[config.mk]
export PLATFORM = sky130hd
export DESIGN_NAME = signed_int_to_padded_decimal_text_top
export DESIGN_NICKNAME = d
export VERILOG_FILES = /design/src/rtl/sitp_pkg.sv /design/src/rtl/signed_int_to_padded_decimal_text_top.sv /design/src/rtl/sitp_digit_cell.sv
export SDC_FILE = /design/constraint.sdc
export NUM_CORES = 1
export LEC_CHECK = 0
export ABC_AREA = 0
export ABC_CLOCK_PERIOD_IN_PS = 7800
export BUFFER_PORTS_ARGS = -buffer_cell sky130_fd_sc_hd__buf_2
export CORE_ASPECT_RATIO = 0.8
export CORE_MARGIN = 1
export CORE_UTILIZATION = 61
export CTS_CLUSTER_DIAMETER = 60
export DETAILED_ROUTE_END_ITERATION = 12
export PLACE_DENSITY_LB_ADDON = 0.2
export SYNTH_ARGS = -nofsm -noshare
export SYNTH_HDL_FRONTEND = slang
export SYNTH_SLANG_ARGS = --single-unit
[constraint.sdc]
create_clock -name aclk -period 7.8 [get_ports aclk]
set_input_delay 0.39 -clock aclk [delete_from_list [all_inputs] [get_ports aclk]]
set_output_delay 0.39 -clock aclk [all_outputs]
set_load 0.02 [all_outputs]
[src/rtl/sitp_pkg.sv]
// Shared types and constants for the signed integer to decimal text converter.
package sitp_pkg;

    localparam int unsigned VALUE_W = 32;
    localparam int unsigned WIDTH_W = 7;
    localparam int unsigned CODE_W = 7;
    localparam int unsigned DIGIT_W = 4;
    localparam int unsigned NUM_DIGITS = 10;
    localparam int unsigned DIGIT_IDX_W = 4;
    localparam int unsigned LEN_W = 4;
    localparam int unsigned SHIFT_CNT_W = 5;

    localparam logic [CODE_W-1:0] CODE_SPACE = 7'd32;
    localparam logic [CODE_W-1:0] CODE_MINUS = 7'd45;
    localparam logic [CODE_W-1:0] CODE_ZERO = 7'd48;
    localparam logic [CODE_W-1:0] CODE_NONE = 7'd0;

    typedef enum logic [2:0] {
        ST_IDLE,
        ST_CONVERT,
        ST_LENGTH,
        ST_EMIT,
        ST_ERROR
    } sitp_state_t;

    typedef struct packed {
        logic clear;
        logic shift;
    } sitp_cell_ctrl_t;

endpackage

[src/rtl/signed_int_to_padded_decimal_text_top.sv]
// Top level of the signed integer to right-justified decimal text converter.
// One input transfer is shifted bit-serially through the chain of ten BCD digit cells,
// the text length is then measured, and then max(min_width, text length) characters
// are emitted, one per cycle while the result side does not stall. A width above
// MAX_WIDTH skips conversion and gives a single error transfer instead. A new input is
// taken as soon as the last character of the previous item sits in the output register.
module signed_int_to_padded_decimal_text_top #(
    parameter int unsigned MAX_WIDTH = 32
) (
    input  logic                            aclk,
    input  logic                            aresetn,
    input  logic                            s_valid,
    output logic                            s_ready,
    input  logic signed [sitp_pkg::VALUE_W-1:0] s_value,
    input  logic [sitp_pkg::WIDTH_W-1:0]    s_min_width,
    output logic                            m_valid,
    input  logic                            m_ready,
    output logic [sitp_pkg::CODE_W-1:0]     m_char_code,
    output logic                            m_last,
    output logic                            m_too_wide
);

    localparam logic [sitp_pkg::WIDTH_W-1:0] MAX_WIDTH_C = sitp_pkg::WIDTH_W'(MAX_WIDTH);

    sitp_pkg::sitp_state_t state_reg, state_next;
    sitp_pkg::sitp_cell_ctrl_t cell_ctrl;

    logic [sitp_pkg::VALUE_W-1:0] mag_reg, mag_next;
    logic neg_reg, neg_next;
    logic [sitp_pkg::WIDTH_W-1:0] width_reg, width_next;
    logic [sitp_pkg::SHIFT_CNT_W-1:0] shift_cnt_reg, shift_cnt_next;
    logic [sitp_pkg::LEN_W-1:0] len_reg, len_next;
    logic [sitp_pkg::WIDTH_W-1:0] total_reg, total_next;
    logic [sitp_pkg::WIDTH_W-1:0] pos_reg, pos_next;

    logic m_valid_reg, m_valid_next;
    logic [sitp_pkg::CODE_W-1:0] m_char_code_reg, m_char_code_next;
    logic m_last_reg, m_last_next;
    logic m_too_wide_reg, m_too_wide_next;

    logic in_xfer;
    logic out_free;
    logic too_wide_in;
    logic emit_last;
    logic [sitp_pkg::CODE_W-1:0] emit_code;
    logic [sitp_pkg::LEN_W-1:0] ndig;
    logic [sitp_pkg::LEN_W-1:0] len_calc;
    logic [sitp_pkg::WIDTH_W-1:0] pad;
    logic [sitp_pkg::WIDTH_W-1:0] digit_pos;
    logic [sitp_pkg::DIGIT_W-1:0] digit_sel;

    logic [sitp_pkg::DIGIT_W-1:0] digit_w [sitp_pkg::NUM_DIGITS];
    logic chain_w [sitp_pkg::NUM_DIGITS+1];

    assign chain_w[0] = mag_reg[sitp_pkg::VALUE_W-1];

    for (genvar gi = 0; gi < sitp_pkg::NUM_DIGITS; gi++) begin : g_cells
        sitp_digit_cell u_cell (
            .aclk    (aclk),
            .ctrl    (cell_ctrl),
            .bit_in  (chain_w[gi]),
            .bit_out (chain_w[gi+1]),
            .digit   (digit_w[gi])
        );
    end

    assign in_xfer = s_valid && s_ready;
    assign out_free = !m_valid_reg || m_ready;
    assign too_wide_in = s_min_width > MAX_WIDTH_C;

    always_comb begin
        ndig = sitp_pkg::LEN_W'(1);
        for (int i = 1; i < sitp_pkg::NUM_DIGITS; i++) begin
            if (digit_w[i] != '0) begin
                ndig = sitp_pkg::LEN_W'(i + 1);
            end
        end
        len_calc = ndig + sitp_pkg::LEN_W'(neg_reg);
    end

    always_comb begin
        pad = total_reg - sitp_pkg::WIDTH_W'(len_reg);
        digit_pos = total_reg - sitp_pkg::WIDTH_W'(1) - pos_reg;
        if (digit_pos < sitp_pkg::WIDTH_W'(sitp_pkg::NUM_DIGITS)) begin
            digit_sel = digit_w[digit_pos[sitp_pkg::DIGIT_IDX_W-1:0]];
        end else begin
            digit_sel = '0;
        end
        if (pos_reg < pad) begin
            emit_code = sitp_pkg::CODE_SPACE;
        end else if (neg_reg && (pos_reg == pad)) begin
            emit_code = sitp_pkg::CODE_MINUS;
        end else begin
            emit_code = sitp_pkg::CODE_ZERO + sitp_pkg::CODE_W'(digit_sel);
        end
        emit_last = (pos_reg + sitp_pkg::WIDTH_W'(1)) == total_reg;
    end

    always_comb begin
        state_next = state_reg;
        unique case (state_reg)
            sitp_pkg::ST_IDLE: begin
                if (in_xfer) begin
                    state_next = too_wide_in ? sitp_pkg::ST_ERROR : sitp_pkg::ST_CONVERT;
                end
            end
            sitp_pkg::ST_CONVERT: begin
                if (shift_cnt_reg == '1) begin
                    state_next = sitp_pkg::ST_LENGTH;
                end
            end
            sitp_pkg::ST_LENGTH: begin
                state_next = sitp_pkg::ST_EMIT;
            end
            sitp_pkg::ST_EMIT: begin
                if (out_free && emit_last) begin
                    state_next = sitp_pkg::ST_IDLE;
                end
            end
            sitp_pkg::ST_ERROR: begin
                if (out_free) begin
                    state_next = sitp_pkg::ST_IDLE;
                end
            end
            default: begin
                state_next = sitp_pkg::ST_IDLE;
            end
        endcase
    end

    always_comb begin
        s_ready = 1'b0;
        cell_ctrl = '0;
        mag_next = mag_reg;
        neg_next = neg_reg;
        width_next = width_reg;
        shift_cnt_next = shift_cnt_reg;
        len_next = len_reg;
        total_next = total_reg;
        pos_next = pos_reg;
        m_valid_next = m_valid_reg && !m_ready;
        m_char_code_next = m_char_code_reg;
        m_last_next = m_last_reg;
        m_too_wide_next = m_too_wide_reg;
        unique case (state_reg)
            sitp_pkg::ST_IDLE: begin
                s_ready = 1'b1;
                if (in_xfer) begin
                    cell_ctrl.clear = 1'b1;
                    neg_next = s_value[sitp_pkg::VALUE_W-1];
                    mag_next = s_value[sitp_pkg::VALUE_W-1] ? (~s_value + 1'b1) : s_value;
                    width_next = s_min_width;
                    shift_cnt_next = '0;
                end
            end
            sitp_pkg::ST_CONVERT: begin
                cell_ctrl.shift = 1'b1;
                mag_next = {mag_reg[sitp_pkg::VALUE_W-2:0], 1'b0};
                shift_cnt_next = shift_cnt_reg + 1'b1;
            end
            sitp_pkg::ST_LENGTH: begin
                len_next = len_calc;
                total_next = (width_reg > sitp_pkg::WIDTH_W'(len_calc)) ?
                             width_reg : sitp_pkg::WIDTH_W'(len_calc);
                pos_next = '0;
            end
            sitp_pkg::ST_EMIT: begin
                if (out_free) begin
                    m_valid_next = 1'b1;
                    m_char_code_next = emit_code;
                    m_last_next = emit_last;
                    m_too_wide_next = 1'b0;
                    pos_next = pos_reg + 1'b1;
                end
            end
            sitp_pkg::ST_ERROR: begin
                if (out_free) begin
                    m_valid_next = 1'b1;
                    m_char_code_next = sitp_pkg::CODE_NONE;
                    m_last_next = 1'b1;
                    m_too_wide_next = 1'b1;
                end
            end
            default: begin
                s_ready = 1'b0;
            end
        endcase
    end

    always_ff @(posedge aclk) begin
        if (!aresetn) begin
            state_reg <= sitp_pkg::ST_IDLE;
            m_valid_reg <= 1'b0;
        end else begin
            state_reg <= state_next;
            m_valid_reg <= m_valid_next;
        end
    end

    always_ff @(posedge aclk) begin
        mag_reg <= mag_next;
        neg_reg <= neg_next;
        width_reg <= width_next;
        shift_cnt_reg <= shift_cnt_next;
        len_reg <= len_next;
        total_reg <= total_next;
        pos_reg <= pos_next;
        m_char_code_reg <= m_char_code_next;
        m_last_reg <= m_last_next;
        m_too_wide_reg <= m_too_wide_next;
    end

    assign m_valid = m_valid_reg;
    assign m_char_code = m_char_code_reg;
    assign m_last = m_last_reg;
    assign m_too_wide = m_too_wide_reg;

    // An error transfer carries no character and always ends the item.
    assert property (@(posedge aclk) disable iff (!aresetn)
        (m_valid && m_too_wide) |-> (m_last && (m_char_code == sitp_pkg::CODE_NONE)))
        else $error("error transfer without last flag or with a character");

    // The emitted field never exceeds the configured bound.
    assert property (@(posedge aclk) disable iff (!aresetn)
        (state_reg == sitp_pkg::ST_EMIT) |->
        ((total_reg <= MAX_WIDTH_C) && (total_reg != '0) && (pos_reg < total_reg)))
        else $error("character position outside the field");

    // Cells 0 and 5 hold a decimal digit and cell 9 at most 2 after the shifting.
    assert property (@(posedge aclk) disable iff (!aresetn)
        (state_reg == sitp_pkg::ST_LENGTH) |->
        ((digit_w[0] <= 4'd9) && (digit_w[5] <= 4'd9) && (digit_w[9] <= 4'd2)))
        else $error("digit cell out of decimal range after conversion");

    // A conversion in progress never takes a new input.
    assert property (@(posedge aclk) disable iff (!aresetn)
        (state_reg != sitp_pkg::ST_IDLE) |-> !s_ready)
        else $error("input accepted during a conversion");

endmodule

[src/rtl/sitp_digit_cell.sv]
// One BCD digit cell of the shift-and-add-3 conversion chain.
module sitp_digit_cell (
    input  logic                           aclk,
    input  sitp_pkg::sitp_cell_ctrl_t      ctrl,
    input  logic                           bit_in,
    output logic                           bit_out,
    output logic [sitp_pkg::DIGIT_W-1:0]   digit
);

    logic [sitp_pkg::DIGIT_W-1:0] digit_reg;
    logic [sitp_pkg::DIGIT_W-1:0] digit_next;
    logic [sitp_pkg::DIGIT_W-1:0] adjusted;

    always_comb begin
        if (digit_reg >= 4'd5) begin
            adjusted = digit_reg + 4'd3;
        end else begin
            adjusted = digit_reg;
        end
        digit_next = {adjusted[2:0], bit_in};
    end

    always_ff @(posedge aclk) begin
        if (ctrl.clear) begin
            digit_reg <= '0;
        end else if (ctrl.shift) begin
            digit_reg <= digit_next;
        end
    end

    assign bit_out = adjusted[3];
    assign digit = digit_reg;

endmodule

==> flow_summary.toml <==
[timing]
finalSetupViolations = 0
max_slew_margin_pct = 44.8
rsz0062_at_grt = "no"
skew_ns = 0.00621
hold_violations = 0
finalSetupTns_ns = 0
fin_crit_sh_pct = 49.5
max_slew.worst_pin.slew_ns = 0.829
slew_viol_final = 0
fmax_mhz = 259
layout_setup_ws_ns = 3.94
fin_crit_ns = 3.86

[global_route]
grt_first_pass_wirelength_mm = 25.6
antenna_found_initial = 0
grt.total_usage_pct = 27.3
grt_pass1_vias = 5346
grt_max_degree = 80
grt.overflow.total = 0

[drt]
num_vias = 5664
wl_per_cell_um = 16.1
drt_wl_total_mm = 15.2
drt_first_iter_violations = 495
vias_per_cell = 6.01
firstDrtPassIters = 5
drc_errors = 0
detail-route-antenna-nets = 0

[worst_hold_path]
holdPathStages = 1
min_path_type = "primary input to flip-flop"
min_from = "s_min_width[6]"
hold_end = "width_reg[6]"

[outcome]
status = "completed"

[setup_path]
path_common_cell = "ha_1"
slowest_delay_ns = 0.48
r2r-end = "total_reg[3]"
required_ns = 7.96
cp.arrival_ns = 4.03
path_max_fanout = 5
slowest_stage = "nor3b_1"
r2r_slack_ns = 3.94
critPathKind = "flip-flop to flip-flop"
timing.rr.start = "g_cells[4].u_cell.digit[0]"
cp-end-kind = "flip-flop"
cp_cell_sequence = "inv_1 > ha_1 > nor3b_1 > a21oi_1 > o21ai_0 > a21boi_0 > ha_1 > ha_1 > inv_1 > ha_1 > a21oi_1 > nand2b_1 > and4b_1 > a2bb2oi_1 > mux2_2"
cp-start-kind = "flip-flop"
r2r_cells = 15

[clocking]
cts_root_buf = "clkbuf_16"
numClockSinks = 115
cts_resized = 0
max-clock-path-buffers = 2
worstSkewPairLatency_ns = 0.42
htree_levels = 4
numCtsBuffers = 17
clk_pin_slew_worst_paths_ns = 0.05
postCtsSetupBuffers = 0
ctsHoldBuffers = 0
cts_tree = "done"

[layout]
syn_to_final_growth_pct = 12.9
diodes = 0
fin_area_mm2 = 0.00806
fillCellCount = 789
nets = 877
largest_reg_flops = 40
drive_above_1_share_pct = 13.9
utilization_pct = 72.4

[logic_synthesis]
syn-num-nets = 836
synth.top_cell.area_share_pct = 29.9
yosys_warnings = 0
post_synth_most_frequent_cells = "o21ai_0 (82), edfxtp_1 (71), a21oi_1 (48), inv_1 (48), nand2_1 (47)"
yosysMostFrequentCell = "o21ai_0"
synth-xor-area-share_pct = 8.23
async_reset_ff_share_pct = 0
yosysTopAreaCell = "edfxtp_1"
synth_top_family_by_area = "compound AO/OA/AOI/OAI gates"
synth_edf_count = 71
synthSimpleGateAreaFrac_pct = 15.6
ys_seq_area_share_pct = 42.2
ys_types = 58
syn_area_mm2 = 0.00714
netlist_instances = 745
muxShareOfSynthArea_pct = 4.71
synthAdderAreaFrac_pct = 8.62
ys_seq_elements = 115
synth_compound_area_share_pct = 16.2
syn_avg_cell_area_um2 = 9.59
yosys-top-cells-area = "edfxtp_1 (30%), dfxtp_1 (12%), ha_1 (8.1%)"
synth_ff_type = "edfxtp_1"

[power_and_ir_drop]
p_per_area_mw_per_mm2 = 206
power.leakage_nw = 3.12
peakVddDrop_uv = 150

[die]
coreArea_mm2 = 0.0111
initial_core_util_pct = 64.1
die_y_um = 98.8
fp-row-count = 34
dieArea_mm2 = 0.0121
die_x_um = 123
pin_count = 54

[place]
dpl-instance-area_mm2 = 0.00749
routabilityCongestion = 0.886
dp_slack_ns = 4.07
dpl.hpwl_mm = 10.8
io_buffers = 52

[job]
maxCapViolCount = 0
[cell families after synthesis]
family	Yosys count
simple gates	218
compound gates	194
flops	115
buf+inv	82
xor+xnor	64
fa+ha+maj	48
mux	23
other cells	1
[cells in the final DEF (no fill, tap or decap), drive strengths merged, types with 44 or more instances in the layout]
cell,count
a21oi,48
nand3,46
nor2,46
edfxtp,71
inv,48
nand2,47
dfxtp,44
o21ai,86
buf,56
ha,46
[worst max-delay path by stage]
| stage | from | endpoint | slack, ns | cells after the start |
|---|---|---|---|---|
| finish | g_cells[4].u_cell.digit[0] | total_reg[3] | 3.94 | 15 |
| global placement | g_cells[5].u_cell.digit[0] | total_reg[1] | 4.19 | 14 |
| detailed placement | g_cells[5].u_cell.digit[0] | total_reg[2] | 4.07 | 14 |
| global route | g_cells[4].u_cell.digit[0] | total_reg[3] | 3.68 | 15 |
| CTS | g_cells[4].u_cell.digit[0] | total_reg[3] | 3.99 | 15 |
| floorplan | g_cells[5].u_cell.digit[0] | total_reg[0] | 4.37 | 14 |
[through the flow]
step                cells  power [W]  hold WS, ns
finish                943    0.00166        0.172
global route          943    0.00172        0.160
CTS                   943    0.00167        0.161
detailed placement    911   0.000907        0.473
global placement      911   0.000898        0.485
floorplan             745   0.000850        0.418
[worst max-delay path: cells and delay by family (launching register included)]
kind	cells	cell delay, ns
buffers and inverters	2	0.18
muxes	1	0.38
and+or+nand+nor	3	0.73
AOI/OAI and AO/OA	5	0.85
DFF	1	0.35
adders and majority gates	4	1.11
[per-layer routing]
metal  vias up  track usage [%]  wire, µm
met5         -                0         0
met4         0             9.92       126
met3        15             6.60       814
met2       184             43.3      7330
met1      2685             36.4      6940
li1       2780                -         -
[area by class of cell]
cell class / count / area, µm² / area share [%]
Clock buffer: 19 / 433 / 5.37
Clock inverter: 13 / 141 / 1.75
Inverter: 48 / 180 / 2.23
Multi-Input combinational cell: 548 / 3830 / 47.4
Sequential cell: 115 / 3010 / 37.4
Tap cell: 144 / 180 / 2.23
Timing Repair Buffer: 56 / 290 / 3.60
[power breakdown]
| part | internal [W] | total (W) | switching (W) |
|---|---|---|---|
| logic | 0.0000576 | 0.000169 | 0.000111 |
| clock network | 0.000494 | 0.000765 | 0.000271 |
| registers | 0.000706 | 0.000727 | 0.0000210 |
(Power assumes the default switching activity.)
